`src/tet_pkg.sv`:
```
`default_nettype none

package tet_pkg;

   // Event types and codes in the evdev numbering
   localparam logic [15:0] EV_SYN = 16'h0000;
   localparam logic [15:0] EV_KEY = 16'h0001;
   localparam logic [15:0] EV_REL = 16'h0002;
   localparam logic [15:0] EV_ABS = 16'h0003;

   localparam logic [15:0] SYN_FRAME = 16'h0000;

   localparam logic [15:0] BTN_MOUSE      = 16'h0110;
   localparam logic [15:0] BTN_CONTACT    = 16'h014a;
   localparam logic [15:0] BTN_FINGER     = 16'h0145;
   localparam logic [15:0] BTN_STYLUS     = 16'h0140;
   localparam logic [15:0] KEY_CODE_LIMIT = 16'h0100;

   localparam logic [15:0] REL_X      = 16'h0000;
   localparam logic [15:0] REL_Y      = 16'h0001;
   localparam logic [15:0] REL_SCROLL = 16'h0008;

   localparam logic [15:0] ABS_X            = 16'h0000;
   localparam logic [15:0] ABS_Y            = 16'h0001;
   localparam logic [15:0] ABS_CONTACT_SLOT = 16'h002f;
   localparam logic [15:0] ABS_CONTACT_X    = 16'h0035;
   localparam logic [15:0] ABS_CONTACT_Y    = 16'h0036;
   localparam logic [15:0] ABS_CONTACT_ID   = 16'h0039;

   // Reset values of the configuration and of the pointer state
   localparam logic [15:0] MAX_X_RESET = 16'd1080;
   localparam logic [15:0] MAX_Y_RESET = 16'd2400;
   localparam logic [31:0] CUR_X_RESET = 32'd540;
   localparam logic [31:0] CUR_Y_RESET = 32'd1200;

   // Configuration register indexes (byte address bit 2)
   localparam logic REG_MAX_X = 1'b0;
   localparam logic REG_MAX_Y = 1'b1;

   // Operations handed from the front to the back
   typedef enum logic [3:0] {
      OP_NONE,
      OP_KEY,
      OP_BUTTON,
      OP_REL_X,
      OP_REL_Y,
      OP_WHEEL,
      OP_ABS_X,
      OP_ABS_Y,
      OP_SLOT,
      OP_TRACK,
      OP_SYNC
   } op_type;

   typedef enum logic [2:0] {
      KIND_KEY         = 3'd0,
      KIND_DOWN        = 3'd1,
      KIND_UP          = 3'd2,
      KIND_MOVE        = 3'd3,
      KIND_SCROLL_UP   = 3'd4,
      KIND_SCROLL_DOWN = 3'd5
   } kind_type;

   typedef struct packed {
      op_type      op;
      logic [7:0]  code;
      logic [31:0] value;
   } entry_type;

   typedef struct packed {
      kind_type    kind;
      logic [7:0]  key_code;
      logic [31:0] key_value;
      logic [31:0] slot;
      logic [31:0] pos_x;
      logic [31:0] pos_y;
   } result_type;

endpackage

`default_nettype wire

```
`src/tet_front.sv`:
```
`default_nettype none

// Classifies each incoming event into an operation; events that can have
// no effect are dropped here and never reach the queue.
module tet_front (
   input  wire logic              req_tvalid,
   output logic                   req_tready,
   input  wire logic [15:0]       ev_type,
   input  wire logic [15:0]       ev_code,
   input  wire logic [31:0]       ev_value,
   input  wire logic              queue_full,
   output logic                   push,
   output tet_pkg::entry_type     push_entry
);

   tet_pkg::op_type op;

   always_comb begin
      op = tet_pkg::OP_NONE;
      case (ev_type)
         tet_pkg::EV_KEY: begin
            if (ev_code < tet_pkg::KEY_CODE_LIMIT) begin
               op = tet_pkg::OP_KEY;
            end else if (ev_code == tet_pkg::BTN_MOUSE || ev_code == tet_pkg::BTN_CONTACT ||
                         ev_code == tet_pkg::BTN_FINGER ||
                         ev_code == tet_pkg::BTN_STYLUS) begin
               op = tet_pkg::OP_BUTTON;
            end
         end
         tet_pkg::EV_REL: begin
            if (ev_code == tet_pkg::REL_X) begin
               op = tet_pkg::OP_REL_X;
            end else if (ev_code == tet_pkg::REL_Y) begin
               op = tet_pkg::OP_REL_Y;
            end else if (ev_code == tet_pkg::REL_SCROLL && ev_value != 32'd0) begin
               op = tet_pkg::OP_WHEEL;
            end
         end
         tet_pkg::EV_ABS: begin
            if (ev_code == tet_pkg::ABS_X || ev_code == tet_pkg::ABS_CONTACT_X) begin
               op = tet_pkg::OP_ABS_X;
            end else if (ev_code == tet_pkg::ABS_Y ||
                         ev_code == tet_pkg::ABS_CONTACT_Y) begin
               op = tet_pkg::OP_ABS_Y;
            end else if (ev_code == tet_pkg::ABS_CONTACT_SLOT) begin
               op = tet_pkg::OP_SLOT;
            end else if (ev_code == tet_pkg::ABS_CONTACT_ID) begin
               op = tet_pkg::OP_TRACK;
            end
         end
         tet_pkg::EV_SYN: begin
            if (ev_code == tet_pkg::SYN_FRAME) begin
               op = tet_pkg::OP_SYNC;
            end
         end
         default: op = tet_pkg::OP_NONE;
      endcase
   end

   assign req_tready       = !queue_full;
   assign push             = req_tvalid && !queue_full && (op != tet_pkg::OP_NONE);
   assign push_entry.op    = op;
   assign push_entry.code  = ev_code[7:0];
   assign push_entry.value = ev_value;

endmodule

`default_nettype wire

```
`src/tet_queue.sv`:
```
`default_nettype none

// Small first-in first-out queue of decoded operations, held in flip-flops.
module tet_queue #(
   parameter int Depth = 4
) (
   input  wire logic               clock,
   input  wire logic               reset,
   input  wire logic               push,
   input  wire tet_pkg::entry_type push_entry,
   output logic                    full,
   input  wire logic               pop,
   output logic                    not_empty,
   output tet_pkg::entry_type      head
);

   localparam int PtrW   = (Depth > 1) ? $clog2(Depth) : 1;
   localparam int CountW = $clog2(Depth + 1);

   tet_pkg::entry_type store_ff [Depth];
   logic [PtrW-1:0]    wr_ptr_ff, wr_ptr_in;
   logic [PtrW-1:0]    rd_ptr_ff, rd_ptr_in;
   logic [CountW-1:0]  count_ff, count_in;

   assign full      = (count_ff == CountW'(Depth));
   assign not_empty = (count_ff != '0);
   assign head      = store_ff[rd_ptr_ff];

   always_comb begin
      wr_ptr_in = wr_ptr_ff;
      rd_ptr_in = rd_ptr_ff;
      count_in  = count_ff;
      if (push) begin
         wr_ptr_in = (wr_ptr_ff == PtrW'(Depth - 1)) ? '0 : wr_ptr_ff + 1'b1;
      end
      if (pop) begin
         rd_ptr_in = (rd_ptr_ff == PtrW'(Depth - 1)) ? '0 : rd_ptr_ff + 1'b1;
      end
      if (push && !pop) begin
         count_in = count_ff + 1'b1;
      end else if (pop && !push) begin
         count_in = count_ff - 1'b1;
      end
   end

   always_ff @(posedge clock) begin
      if (reset) begin
         wr_ptr_ff <= '0;
         rd_ptr_ff <= '0;
         count_ff  <= '0;
      end else begin
         wr_ptr_ff <= wr_ptr_in;
         rd_ptr_ff <= rd_ptr_in;
         count_ff  <= count_in;
      end
   end

   always_ff @(posedge clock) begin
      if (push) begin
         store_ff[wr_ptr_ff] <= push_entry;
      end
   end

endmodule

`default_nettype wire

```
`src/tet_back.sv`:
```
`default_nettype none

// Carries out queued operations against the pointer state and holds the
// result in an output register until the sink takes it.
module tet_back (
   input  wire logic               clock,
   input  wire logic               reset,
   input  wire logic [15:0]        max_x,
   input  wire logic [15:0]        max_y,
   input  wire logic               q_not_empty,
   input  wire tet_pkg::entry_type q_head,
   output logic                    pop,
   output logic                    rsp_tvalid,
   input  wire logic               rsp_tready,
   output tet_pkg::result_type     rsp_result
);

   logic [31:0]         cur_x_ff, cur_x_in;
   logic [31:0]         cur_y_ff, cur_y_in;
   logic [31:0]         cur_slot_ff, cur_slot_in;
   logic                is_down_ff, is_down_in;
   logic                pos_seen_ff, pos_seen_in;
   logic                out_valid_ff, out_valid_in;
   tet_pkg::result_type out_ff, out_in;

   logic                has_result;
   tet_pkg::result_type result;
   logic                rel_y;
   logic [31:0]         rel_base;
   logic [15:0]         rel_max;
   logic signed [32:0]  rel_sum;
   logic [31:0]         rel_clamped;
   logic [31:0]         wheel_mag;

   // One shared add-and-clamp for both relative axes
   assign rel_y    = (q_head.op == tet_pkg::OP_REL_Y);
   assign rel_base = rel_y ? cur_y_ff : cur_x_ff;
   assign rel_max  = rel_y ? max_y : max_x;
   assign rel_sum  = $signed({rel_base[31], rel_base}) +
                     $signed({q_head.value[31], q_head.value});

   always_comb begin
      if (rel_sum < 0) begin
         rel_clamped = '0;
      end else if (rel_sum > $signed({17'd0, rel_max})) begin
         rel_clamped = {16'd0, rel_max};
      end else begin
         rel_clamped = rel_sum[31:0];
      end
   end

   // The most negative delta has no positive twin and saturates.
   assign wheel_mag = (q_head.value == 32'h8000_0000) ? 32'h7fff_ffff
                                                      : (32'd0 - q_head.value);

   always_comb begin
      cur_x_in    = cur_x_ff;
      cur_y_in    = cur_y_ff;
      cur_slot_in = cur_slot_ff;
      is_down_in  = is_down_ff;
      pos_seen_in = pos_seen_ff;
      has_result  = 1'b0;
      result.kind      = tet_pkg::KIND_MOVE;
      result.key_code  = '0;
      result.key_value = '0;
      result.slot      = cur_slot_ff;
      result.pos_x     = cur_x_ff;
      result.pos_y     = cur_y_ff;
      case (q_head.op)
         tet_pkg::OP_KEY: begin
            has_result       = 1'b1;
            result.kind      = tet_pkg::KIND_KEY;
            result.key_code  = q_head.code;
            result.key_value = q_head.value;
            result.slot      = '0;
            result.pos_x     = '0;
            result.pos_y     = '0;
         end
         tet_pkg::OP_BUTTON: begin
            has_result  = 1'b1;
            is_down_in  = (q_head.value != 32'd0);
            result.kind = (q_head.value != 32'd0) ? tet_pkg::KIND_DOWN : tet_pkg::KIND_UP;
         end
         tet_pkg::OP_REL_X: begin
            cur_x_in    = rel_clamped;
            pos_seen_in = 1'b1;
         end
         tet_pkg::OP_REL_Y: begin
            cur_y_in    = rel_clamped;
            pos_seen_in = 1'b1;
         end
         tet_pkg::OP_WHEEL: begin
            has_result   = 1'b1;
            result.slot  = '0;
            result.pos_x = '0;
            if (q_head.value[31]) begin
               result.kind  = tet_pkg::KIND_SCROLL_DOWN;
               result.pos_y = wheel_mag;
            end else begin
               result.kind  = tet_pkg::KIND_SCROLL_UP;
               result.pos_y = q_head.value;
            end
         end
         tet_pkg::OP_ABS_X: begin
            cur_x_in    = q_head.value;
            pos_seen_in = 1'b1;
         end
         tet_pkg::OP_ABS_Y: begin
            cur_y_in    = q_head.value;
            pos_seen_in = 1'b1;
         end
         tet_pkg::OP_SLOT: begin
            cur_slot_in = q_head.value;
         end
         tet_pkg::OP_TRACK: begin
            if (q_head.value == 32'hffff_ffff) begin
               has_result  = 1'b1;
               is_down_in  = 1'b0;
               result.kind = tet_pkg::KIND_UP;
            end else begin
               is_down_in = 1'b1;
            end
         end
         tet_pkg::OP_SYNC: begin
            has_result  = pos_seen_ff && is_down_ff;
            pos_seen_in = 1'b0;
         end
         default: has_result = 1'b0;
      endcase
   end

   // An operation without a result never waits for the output register.
   assign pop = q_not_empty && (!out_valid_ff || rsp_tready || !has_result);

   always_comb begin
      out_in       = out_ff;
      out_valid_in = out_valid_ff && !rsp_tready;
      if (pop && has_result) begin
         out_in       = result;
         out_valid_in = 1'b1;
      end
   end

   always_ff @(posedge clock) begin
      if (reset) begin
         cur_x_ff     <= tet_pkg::CUR_X_RESET;
         cur_y_ff     <= tet_pkg::CUR_Y_RESET;
         cur_slot_ff  <= '0;
         is_down_ff   <= 1'b0;
         pos_seen_ff  <= 1'b0;
         out_valid_ff <= 1'b0;
      end else begin
         if (pop) begin
            cur_x_ff    <= cur_x_in;
            cur_y_ff    <= cur_y_in;
            cur_slot_ff <= cur_slot_in;
            is_down_ff  <= is_down_in;
            pos_seen_ff <= pos_seen_in;
         end
         out_valid_ff <= out_valid_in;
      end
   end

   always_ff @(posedge clock) begin
      out_ff <= out_in;
   end

   assign rsp_tvalid = out_valid_ff;
   assign rsp_result = out_ff;

endmodule

`default_nettype wire

```
`src/touch_event_translator.sv`:
```
`default_nettype none

// Channel   Direction  Transfer when            Contents
// req_      in         req_tvalid & req_tready  tuser ev_type, tdata code and value
// rsp_      out        rsp_tvalid & rsp_tready  tuser out_kind, tdata result fields
// csr_      in         psel & penable & pwrite  max_x at 0x0, max_y at 0x4
//
// One event transfer is accepted per cycle while the operation queue has room.
// Each event is classified in the cycle it arrives and written to the queue;
// the back end executes one operation per cycle unless a held result stalls
// it, and registers each result in the output register that drives
// rsp_tvalid. The back end's state update and the single add-and-clamp of
// relative motion set that one-per-cycle figure.
// Reset (synchronous, active high) empties the queue and the output register
// and restores the pointer state and the clamp registers to their defaults.
// A stalled sink only holds the back end when an operation has a result to
// deliver; the queue then fills with up to QueueDepth operations before
// req_tready falls.
module touch_event_translator #(
   parameter int QueueDepth = 4
) (
   input  wire logic         clock,
   input  wire logic         reset,

   input  wire logic         req_tvalid,
   output logic              req_tready,
   input  wire logic [15:0]  req_tuser,    // [15:0] ev_type
   input  wire logic [47:0]  req_tdata,    // [15:0] ev_code, [47:16] ev_value

   output logic              rsp_tvalid,
   input  wire logic         rsp_tready,
   output logic [2:0]        rsp_tuser,    // [2:0] out_kind
   output logic [135:0]      rsp_tdata,    // [7:0] key_code, [39:8] key_value,
                                           // [71:40] slot_out,
                                           // [103:72] pos_x_out, [135:104] pos_y_out

   input  wire logic         csr_psel,
   input  wire logic         csr_penable,
   input  wire logic         csr_pwrite,
   input  wire logic [2:0]   csr_paddr,
   input  wire logic [31:0]  csr_pwdata,
   output logic [31:0]       csr_prdata,
   output logic              csr_pready
);

   logic [15:0]         max_x_ff;
   logic [15:0]         max_y_ff;
   logic                csr_write;

   logic                push;
   tet_pkg::entry_type  push_entry;
   logic                queue_full;
   logic                pop;
   logic                q_not_empty;
   tet_pkg::entry_type  q_head;
   tet_pkg::result_type result;

   // Configuration port. The register is selected by address bit 2; the
   // low address bits are not decoded. Reads are combinational and
   // zero-extended to the bus width.
   assign csr_pready = 1'b1;
   assign csr_write  = csr_psel && csr_penable && csr_pwrite;

   always_ff @(posedge clock) begin
      if (reset) begin
         max_x_ff <= tet_pkg::MAX_X_RESET;
         max_y_ff <= tet_pkg::MAX_Y_RESET;
      end else if (csr_write) begin
         if (csr_paddr[2] == tet_pkg::REG_MAX_X) begin
            max_x_ff <= csr_pwdata[15:0];
         end else begin
            max_y_ff <= csr_pwdata[15:0];
         end
      end
   end

   assign csr_prdata = (csr_paddr[2] == tet_pkg::REG_MAX_X) ? {16'd0, max_x_ff}
                                                            : {16'd0, max_y_ff};

   // Front end: decode into an operation and drop events that do nothing.
   tet_front u_front (
      .req_tvalid (req_tvalid),
      .req_tready (req_tready),
      .ev_type    (req_tuser),
      .ev_code    (req_tdata[15:0]),
      .ev_value   (req_tdata[47:16]),
      .queue_full (queue_full),
      .push       (push),
      .push_entry (push_entry)
   );

   // Queue between the two halves, so that each can stall on its own.
   tet_queue #(
      .Depth (QueueDepth)
   ) u_queue (
      .clock      (clock),
      .reset      (reset),
      .push       (push),
      .push_entry (push_entry),
      .full       (queue_full),
      .pop        (pop),
      .not_empty  (q_not_empty),
      .head       (q_head)
   );

   // Back end: pointer state, clamping and the registered result.
   tet_back u_back (
      .clock       (clock),
      .reset       (reset),
      .max_x       (max_x_ff),
      .max_y       (max_y_ff),
      .q_not_empty (q_not_empty),
      .q_head      (q_head),
      .pop         (pop),
      .rsp_tvalid  (rsp_tvalid),
      .rsp_tready  (rsp_tready),
      .rsp_result  (result)
   );

   assign rsp_tuser = result.kind;
   assign rsp_tdata = {result.pos_y, result.pos_x, result.slot,
                       result.key_value, result.key_code};

endmodule

`default_nettype wire
```
`config.mk`:
```
export PLATFORM = sky130hd
export DESIGN_NAME = touch_event_translator
export DESIGN_NICKNAME = d
export VERILOG_FILES = /design/src/tet_pkg.sv /design/src/tet_front.sv /design/src/tet_queue.sv /design/src/tet_back.sv /design/src/touch_event_translator.sv
export SDC_FILE = /design/constraint.sdc
export NUM_CORES = 1
export LEC_CHECK = 0
export ABC_AREA = 1
export BUFFER_PORTS_ARGS = -buffer_cell sky130_fd_sc_hd__buf_2
export CORE_AREA = 2 2 233 235
export CTS_CLUSTER_SIZE = 30
export DETAILED_ROUTE_END_ITERATION = 10
export DIE_AREA = 0 0 235 237
export SKIP_CTS_REPAIR_TIMING = 1
export SLEW_MARGIN = 10
export SYNTH_ARGS = -nofsm -noshare
export SYNTH_HDL_FRONTEND = slang
export SYNTH_SLANG_ARGS = --single-unit
```
`constraint.sdc`:
```
create_clock -name clock -period 7.32 [get_ports clock]
set_input_delay 0.732 -clock clock [delete_from_list [all_inputs] [get_ports clock]]
set_output_delay 0.732 -clock clock [all_outputs]
set_load 0.005 [all_outputs]
```
; Word-level counts from Yosys, hierarchy flattened
; Memories as Yosys holds them, arrays and structs flattened. A register that Yosys moved wholly into a read port is not among the register bits.
; Cells that the tools add are included.
[totals]
regBits = 277
latch_bits = 0
mem_bits_rw = 176
romBits = 0
input_bits = 106
output_inout_bits = 174
word_cells = 139
n_memories = 1
[memory_table]
columns = memory, depth, word_bits, rd, rd_ports_with_merged_regs, write_ports, line
row1 = u_queue.store_ff, 4, 44, 1, 1, 1, tet_queue.sv:20  ; tet_pkg::entry_type store_ff [Depth];
[op_classes]
n_addsub = 6
multipliers = 0
div_mod_pow = 0
magnitude_cmp = 3
n_eq_ne = 28
shifts = 0
n_mux = 39
bitwise = 1
reduce_logical = 44
[ops]
columns = op, count
row1 = $pmux 96 s2, 1
row2 = $mux 32, 5
row3 = $pmux 32 s2, 2
row4 = $eq 16x6->1 const B, 4
row5 = $eq 16x9->1 const B, 4
row6 = $eq 32x32->1 const B, 2
row7 = $reduce_bool 32->1, 2
row8 = $add 32x32->33, 1
row9 = $gt 33x17->1, 1
row10 = $lt 33x1->1 const B, 1
row11 = $eq 16x1->1 const B, 2
row12 = $eq 16x2->1 const B, 2
row13 = $logic_not 16->1, 2
row14 = $mux 16, 2
row15 = $mux 4, 8
row16 = $sub 1x32->32 const A, 1
row17 = $eq 16x4->1 const B, 1
row18 = $eq 4x3->1 const B, 4
row19 = $lt 16x9->1 const B, 1
row20 = $pmux 4 s4, 1
row21 = $reduce_and 2->1, 7
row22 = $eq 4x4->1 const B, 3
row23 = $mux 2, 6
row24 = $pmux 3 s4, 1
row25 = other kinds (20), 57

; Longest topological paths before layout
; Gate-level depths: netlist of the first run.
[depth]
word_depth = 13
depth_mapped = 41
mapped_depth_nobuf = 36

; Modules after synthesis
; From an unflattened synthesis of the first run, not the netlist that was laid out.
[hier_totals]
hier_cells = 2823
area_unflattened_um2 = 23985.5
[by_module_without_submodules]
columns = module, instances, cells_each, area_per_inst_um2, seq_area_each_um2
row1 = tet_back, 1, 1902, 14322.5, 6155.9
row2 = tet_queue, 1, 485, 7068.0, 5465.2
row3 = touch_event_translator, 1, 257, 1637.8, 640.6
row4 = tet_front, 1, 179, 957.2, 0.0

; Worst setup path before layout of the first run
; OpenSTA, ideal clock, no wires.
[synth_timing]
path_kind = register to register
start = register with a tool-made name
end = register u_back.out_ff, in the netlist u_back.rsp_result[0], enable pin
setup_time_ns = 0.493
arrival_ns = 4.853
required_time_ns = 6.827
slack_ns = 1.974
stages_incl_launch_ff = 21
path_buffers = 4
synth_period_minus_slack_ns = 5.346
cell_sequence = dfxtp_1 -> buf_6 -> buf_6 -> buf_2 -> buf_6 -> a21oi_1 -> o21ai_1 -> nand2_2 -> inv_1 -> ha_1 -> nand2_1 -> nor3_1 -> nand4_1 -> nor2_1 -> nand2_1 -> o21ai_2 -> nand2_2 -> nand2_4 -> inv_4 -> nand2_1 -> inv_1
[synth_rtl]
columns = item, line
row1 = "end signal, assigned", tet_back.sv:165  ; out_ff <= out_in;
row2 = "end, declared", tet_back.sv:24  ; tet_pkg::result_type out_ff, out_in;

==> impl_metrics.csv, run 1 <==
group,metric,value,unit
worst_setup_path,cp_top_family,"simple AND/OR/NAND/NOR gates",
cells_and_area,syn_to_final_growth,14.9,%
clocking,cts_inserted_buffers,47,
detailed_routing,antenna_left,0,
detailed_routing,firstDrtPassIters,5,
global_route,antenna_found_initial,4,
placement,globalplace.congestion,0.895,
die,fp.coreArea,53300,µm²
worst_setup_path,critical_path_class,"flop to flop",
detailed_routing,vias,19800,
global_route,gr-total-overflow,0,
worst_setup_path,r2r_cells,32,
die,die_h,237,µm
worst_setup_path,crit_path_end_kind,"flop",
placement,portBuffers,244,
cells_and_area,antennaDiodeCount,0,
cells_and_area,final_util,51.1,%
hold_path,holdPathEnd,"u_queue.store_ff[2][5]$_DFFE_PP_",
worst_setup_path,timing.rr.end,"u_back.cur_y_ff[7]$_SDFFE_PP1P_",
power,p_leak,12.1,nW
timing,min_period_over_period,74.8,%
synth,ys_top_cells_by_count,"725 x nand2_1, 343 x inv_1, 315 x edfxtp_1",
cells_and_area,final_cells,3833,
detailed_routing,wl,71300,µm
synth,ys_types,58,
worst_setup_path,crit_path_start_kind,"flop",
timing,rsz0062_at_grt,"no",
timing,skew,0.0287,ns
detailed_routing,drcViolationCount,0,
global_route,grt_start_max_net_pins,100,
hold_path,hold_class,"input port to flop",
power,power_density,415,nW/µm²
detailed_routing,drt_iter0_drc,1776,
timing,tns,0,ns
global_route,grt_pass1_vias,18700,
worst_setup_path,cp_slowest_cell,"buf_4",
clocking,cts_sinks,455,
synth,synth_area,23700,µm²
worst_setup_path,crit_fanout,99,
worst_setup_path,path_common_cell,"nand2_1",
timing,finalCriticalPeriod,5.48,ns
synth,netlist.area_leader.share,39.9,%
synth,netlist_instances,2852,
timing,fmax,0.183,GHz
timing,worst_pin_slew,1.14,ns
worst_setup_path,cp_num_buf_inv,3,
clocking,cts_tree,"yes",
clocking,htree_levels,2,
timing,finalHoldViolations,0,
synth,yosysTopAreaCell,"edfxtp_1",
synth,synthFlopType,"edfxtp_1",
clocking,cts_buffer_depth,3,
timing,finalSetupViolCount,0,
status,status,"complete, no violations",
global_route,grt_pass1_wl,108000,µm
cells_and_area,nNetsFinal,3263,
worst_setup_path,critical-path-max-stage-delay,0.81,ns
synth,synth_enable_flop_cells,315,
placement,dp_cells,3746,
clocking,path_clk_slew,0.06,ns
clocking,clock_insertion_delay_worst_skew,0.61,ns
die,die_width,235,µm
job,max_cap_violations,0,
hold_path,whs_path_depth,1,
clocking,root_buffer,"clkbuf_16",
power,peakVddDrop,0.000234,V
die,dieArea,55700,µm²
cells_and_area,drive_above_1_share,16.1,%
synth,synthMostInstantiatedCell,"nand2_1",
synth,async_flop_share,0,%
die,ioPinCount,280,
worst_setup_path,reg2reg_slack,1.84,ns
die,start_util,44.5,%
timing,maxSlewViolCount,0,
worst_setup_path,arrival,5.97,ns
synth,synthTopCellsByArea,"edfxtp_1 40%, dfxtp_1 12%, nand2_1 11%",
detailed_routing,wl_per_cell,18.6,µm
detailed_routing,viasPerCell,5.18,
hold_path,hp-start,"req_tdata[21]",
die,num_rows,85,
placement,dp_hpwl,50800,µm
synth,yosysWarnings,0,
global_route,globalRouteTotalUtil,25.1,%
synth,avgSynthCellArea,8.31,µm²
synth,synth_seq_cells,455,
worst_setup_path,required,7.81,ns
power,p_total,0.0113,W
timing,slew-limit-headroom,23.9,%
synth,yosysSeqAreaShare,51.8,%
## layout by cell type, fill, tap and decap left out, types with 40 or more instances in the layout
master,count
clkbuf_16,49
inv_1,341
nand2_1,725
buf_4,72
a21oi_1,165
nor2_1,302
o21ai_0,175
edfxtp_1,315
ha_1,56
buf_2,244
nand3_1,171
dfxtp_1,138
xor2_1,40
## worst max path at each step
stage / startpoint / endpoint / slack [ns] / depth (start not counted)
after CTS: flop / u_back.cur_y_ff[8]$_SDFFE_PP0P_ / 1.82 / 31
after global routing: flop / u_back.cur_y_ff[7]$_SDFFE_PP1P_ / 1.26 / 33
final: flop / u_back.cur_y_ff[7]$_SDFFE_PP1P_ / 1.84 / 32
after floorplan: flop / u_back.rsp_result[0]$_DFFE_PP_ / 1.97 / 20
after detailed placement: flop / u_back.cur_y_ff[12]$_SDFFE_PP0P_ / 1.87 / 31
after global placement: flop / u_back.cur_y_ff[12]$_SDFFE_PP0P_ / 1.83 / 32
## metrics by stage
step                setup WS (ns)  hold slack, ns  cell area (µm²)
global placement             1.83           0.448            25700
CTS                          1.82           0.320            27200
global route                 1.26           0.345            27200
detailed placement           1.87           0.450            25700
floorplan                    1.97           0.435            23700
finish                       1.84           0.358            27200
## flip-flops by register name, summed over array words and instances, names as in the netlist, named ones only
name	count
u_back.cur_y_ff	32
u_queue.wr_ptr_ff	2
u_queue.rd_ptr_ff	2
max_x_ff	16
u_queue.count_ff	3
u_back.cur_slot_ff	32
u_back.cur_x_ff	32
u_queue.store_ff	176
max_y_ff	16
u_back.rsp_tvalid	1
u_back.pos_seen_ff	1
u_back.rsp_result	139
u_back.is_down_ff	1
## final cells by class
class	instances	area [µm²]
clock buffer	67	1320
clock inverter	20	223
fill	5149	26100
inverter	366	1390
multi-input combinational	1913	9380
sequential	455	12300
tap	696	871
timing repair buffer	316	1760
## report_power, final
group | switching [W] | internal, W | total [W] | leakage [nW]
clock | 0.00104 | 0.00135 | 0.00239 | 0.738
combinational | 0.00384 | 0.00174 | 0.00558 | 7.42
sequential | 0.000134 | 0.00318 | 0.00331 | 3.92
## kinds of logic after synthesis
logic type               share of synthesized area (%)
AO/OA/AOI/OAI                                     10.6
XOR/XNOR                                          1.48
adder cells (fa/ha/maj)                           3.13
buffers and inverters                             9.07
flip-flops                                        51.8
other                                           0.0317
AND/OR/NAND/NOR                                   23.9
## metal layers
metal  track usage [%]  vias to the layer above  share of wire, %
li1                  -                     9804                 -
met1              34.0                     9212                44
met2              40.0                      685                45
met3              3.95                      143               6.6
met4              11.0                        2               4.1
met5                 0                        -             0.018
## worst reg2reg max path: cells and delay by family, from the launching register on
| family | cells | cell delay (ns) |
|---|---|---|
| AO/OA/AOI/OAI | 1 | 0.21 |
| XOR/XNOR | 1 | 0.25 |
| adder cells (fa/ha/maj) | 2 | 0.65 |
| buffers and inverters | 3 | 1.19 |
| flip-flops | 1 | 0.46 |
| AND/OR/NAND/NOR | 25 | 2.62 |
Note: power is estimated with default switching activity, not from simulation.
==> inputs of run 2 (changes only) <==
--- a/config.mk
+++ b/config.mk
@@ -5,12 +5,13 @@
 export SDC_FILE = /design/constraint.sdc
 export NUM_CORES = 1
 export LEC_CHECK = 0
-export ABC_AREA = 1
+export ABC_AREA = 0
 export BUFFER_PORTS_ARGS = -buffer_cell sky130_fd_sc_hd__buf_2
-export CORE_AREA = 2 2 233 235
+export CORE_AREA = 2 2 225 227
 export CTS_CLUSTER_SIZE = 30
 export DETAILED_ROUTE_END_ITERATION = 10
-export DIE_AREA = 0 0 235 237
+export DIE_AREA = 0 0 227 229
+export PLACE_DENSITY = 0.66
 export SKIP_CTS_REPAIR_TIMING = 1
 export SLEW_MARGIN = 10
 export SYNTH_ARGS = -nofsm -noshare
==> constraint.sdc (replaced) <==
create_clock -name clock -period 4.4 [get_ports clock]
set_input_delay 0.44 -clock clock [delete_from_list [all_inputs] [get_ports clock]]
set_output_delay 0.44 -clock clock [all_outputs]
set_load 0.005 [all_outputs]
==> run 2 against run 1 <==
Effect of this change:
- the flow now finishes with violations (negative setup slack)
- via count fell by 9.1%
- critical endpoint is now u_back.cur_y_ff[1]$_SDFFE_PP0P_
- utilization rose by 5.8 points
- highest routed layer unchanged
- sequential share of layout area fell by 1.6 points
- fmax fell by 7.8%
- register-to-register slack got worse by 3.4 ns
- clock power rose by 69%
- synthesized cell count fell by 30%
- combinational power fell by 97%
- setup slack got worse by 3.4 ns
==> impl_metrics.csv, run 2 <==
group,metric,value,unit
cells_and_area,layout_common_cells,"315 x edfxtp_1, 312 x buf_4, 266 x nand2_1, 243 x buf_2, 190 x a21oi_1",
cells_and_area,drive_above_1_share,34.2,%
synth,netlist.area_leader.share,43.0,%
timing,rsz0062_at_grt,"yes",
cells_and_area,multi_input_area,9500,µm²
timing,tns,-44.97,ns
clocking,clock_insertion_delay_worst_skew,0.62,ns
detailed_routing,drt_iter0_drc,1604,
timing,maxSlewViolCount,0,
worst_setup_path,arrival,6.43,ns
cells_and_area,fill_cells,4324,
clocking,root_buffer,"clkbuf_16",
timing,finalCriticalPeriod,5.94,ns
worst_setup_path,crit_path_start_kind,"flop",
cells_and_area,final_cells,3191,
cells_and_area,seqCellArea,12300,µm²
timing,fmax,0.168,GHz
power,power_density,310,nW/µm²
clocking,cts_sinks,455,
synth,synthFlopType,"edfxtp_1",
synth,ys_types,82,
worst_setup_path,crit_fanout,8,
die,ioPinCount,280,
synth,synth_enable_flop_cells,315,
power,clockPowerShare,46.0,%
global_route,globalRouteTotalUtil,26.9,%
status,failed_checks,"negative setup slack",
synth,synth_seq_cells,455,
hold_path,hold_class,"input port to flop",
die,start_util,44.3,%
synth,avgSynthCellArea,11.1,µm²
die,dieArea,52000,µm²
timing,skew,0.0362,ns
worst_setup_path,required,4.89,ns
power,intPower,0.00692,W
power,p_sw,0.00185,W
synth,netlist_instances,1983,
die,die_h,229,µm
synth,yosysSeqAreaShare,55.8,%
cells_and_area,nNetsFinal,2643,
detailed_routing,firstDrtPassIters,5,
power,seqPwrFrac,52.0,%
detailed_routing,viasPerCell,5.65,
synth,yosysTopAreaCell,"edfxtp_1",
die,fp.coreArea,49700,µm²
timing,worst_slack,-1.54,ns
timing,finalSetupViolCount,32,
detailed_routing,antenna_left,0,
job,max_cap_violations,0,
timing,min_period_over_period,135,%
detailed_routing,vias,18000,
cells_and_area,regMostFlops,"u_queue.store_ff",
synth,async_flop_share,0,%
synth,synth_area,22000,µm²
clocking,cts_buffer_depth,3,
global_route,antenna_found_initial,2,
power,combPwrFrac,2.0,%
cells_and_area,largest_reg_flops,176,
cells_and_area,syn_to_final_growth,28.4,%
status,status,"finished, violations left",
synth,synthMostInstantiatedCell,"edfxtp_1",
clocking,cts_inserted_buffers,48,
synth,synthTopCellsByArea,"edfxtp_1 43%, dfxtp_1 13%, nand2_1 4.6%",
global_route,grt_pass1_wl,105000,µm
placement,dp_cells,3086,
clocking,cts_tree,"yes",
detailed_routing,drcViolationCount,0,
synth,yosysWarnings,0,
power,p_leak,11.1,nW
global_route,grt_start_max_net_pins,85,
cells_and_area,layout_commonest_cell,"edfxtp_1",
timing,worst_pin_slew,1.23,ns
clocking,path_clk_slew,0.06,ns
placement,globalplace.congestion,0.974,
timing,finalHoldViolations,0,
clocking,htree_levels,2,
detailed_routing,wl,70800,µm
die,die_width,227,µm
placement,portBuffers,244,
worst_setup_path,critical_path_class,"flop to flop",
detailed_routing,wl_per_cell,22.2,µm
power,peakVddDrop,0.000286,V
global_route,gr-total-overflow,0,
global_route,grt_pass1_vias,17800,
power,switching_share,21.1,%
timing,whs,0.0717,ns
placement,dp_hpwl,51500,µm
synth,ys_top_cells_by_count,"315 x edfxtp_1, 268 x nand2_1, 198 x a21oi_1",
timing,slew-limit-headroom,17.9,%
worst_setup_path,crit_path_end_kind,"flop",
die,num_rows,82,
[run 2: worst max-delay path: stages, from the launching register on]
cell and delay [ns]:
dfxtp_4 0.39, mux4_2 0.56, nor2b_4 0.15, and2_4 0.24
buf_4 0.13, mux2_2 0.35, ha_1 0.29, a21oi_2 0.19
o211ai_1 0.12, buf_4 0.17, a21oi_4 0.15, o221ai_2 0.13
xor2_2 0.18, ha_1 0.30, a21o_1 0.18, a211o_1 0.30
a211oi_2 0.16, a221o_1 0.27, o221ai_2 0.13, a211oi_2 0.14
and4bb_2 0.27, nand4_4 0.21, buf_6 0.23, o21ai_4 0.13
nand3b_1 0.14, a211oi_2 0.29
[run 2: final timing paths]
check	startpoint	end	slack (ns)	cells after the start
setup / recovery	flop	u_back.cur_y_ff[1]$_SDFFE_PP0P_	-1.54	25
hold / removal	req_tdata[24]	u_queue.store_ff[2][8]$_DFFE_PP_	0.07	1
setup reg to reg	flop	u_back.cur_y_ff[1]$_SDFFE_PP0P_	-1.54	25
hold reg to reg	u_back.cur_slot_ff[1]$_SDFFE_PP0P_	u_back.cur_slot_ff[1]$_SDFFE_PP0P_	0.45	2
[run 2: metrics by stage]
| step | setup slack, ns | total power, W | util, % | area [µm²] |
|---|---|---|---|---|
| 2_1_floorplan | -1.75 | 0.00473 | - | 22400 |
| 3_3_place_gp | -1.44 | 0.00481 | 52.8 | 26200 |
| 3_5_place_dp | -1.66 | 0.00482 | 52.8 | 26200 |
| 4_1_cts | -1.70 | 0.00883 | 56.0 | 27800 |
| 5_1_grt | -1.79 | 0.00899 | 56.8 | 28200 |
| 6_report | -1.54 | 0.00876 | 56.9 | 28200 |
[run 2: power by group through the flow]
stage	logic [W]	registers, W	clock network, W
final	0.000177	0.00455	0.00403
after global routing	0.000194	0.00455	0.00424
after CTS	0.000173	0.00455	0.00410
after detailed placement	0.000173	0.00465	0
after global placement	0.000166	0.00465	0
after floorplan	0.0000798	0.00465	0
[run 2: cell families after synthesis]
group,Yosys count,share of synthesized area [%]
muxes,116,8.04
buffers and inverters,179,3.68
and+or+nand+nor,706,16.1
DFF,455,55.8
adders and majority gates,58,3.37
AOI/OAI and AO/OA,442,12.0
other,2,0.0342
xor gates and xnor gates,25,0.996
[run 2: per-layer routing]
layer / routed length, µm / global-route usage [%] / vias up
li1: - / - / 8308
met1: 28000 / 33.5 / 8783
met2: 33800 / 44.2 / 745
met3: 4360 / 3.66 / 200
met4: 4660 / 16.4 / 2
met5: 13 / 0 / -
[run 2: cell type report]
cell class	instances	share of cell area, %
diodes	1	0.00886
flip-flops and latches	455	43.5
clock inverters	27	1.01
well taps	672	2.98
inverters	31	0.412
clock buffers	62	4.51
multi-input cells	1365	33.7
repair buffers	578	14.0
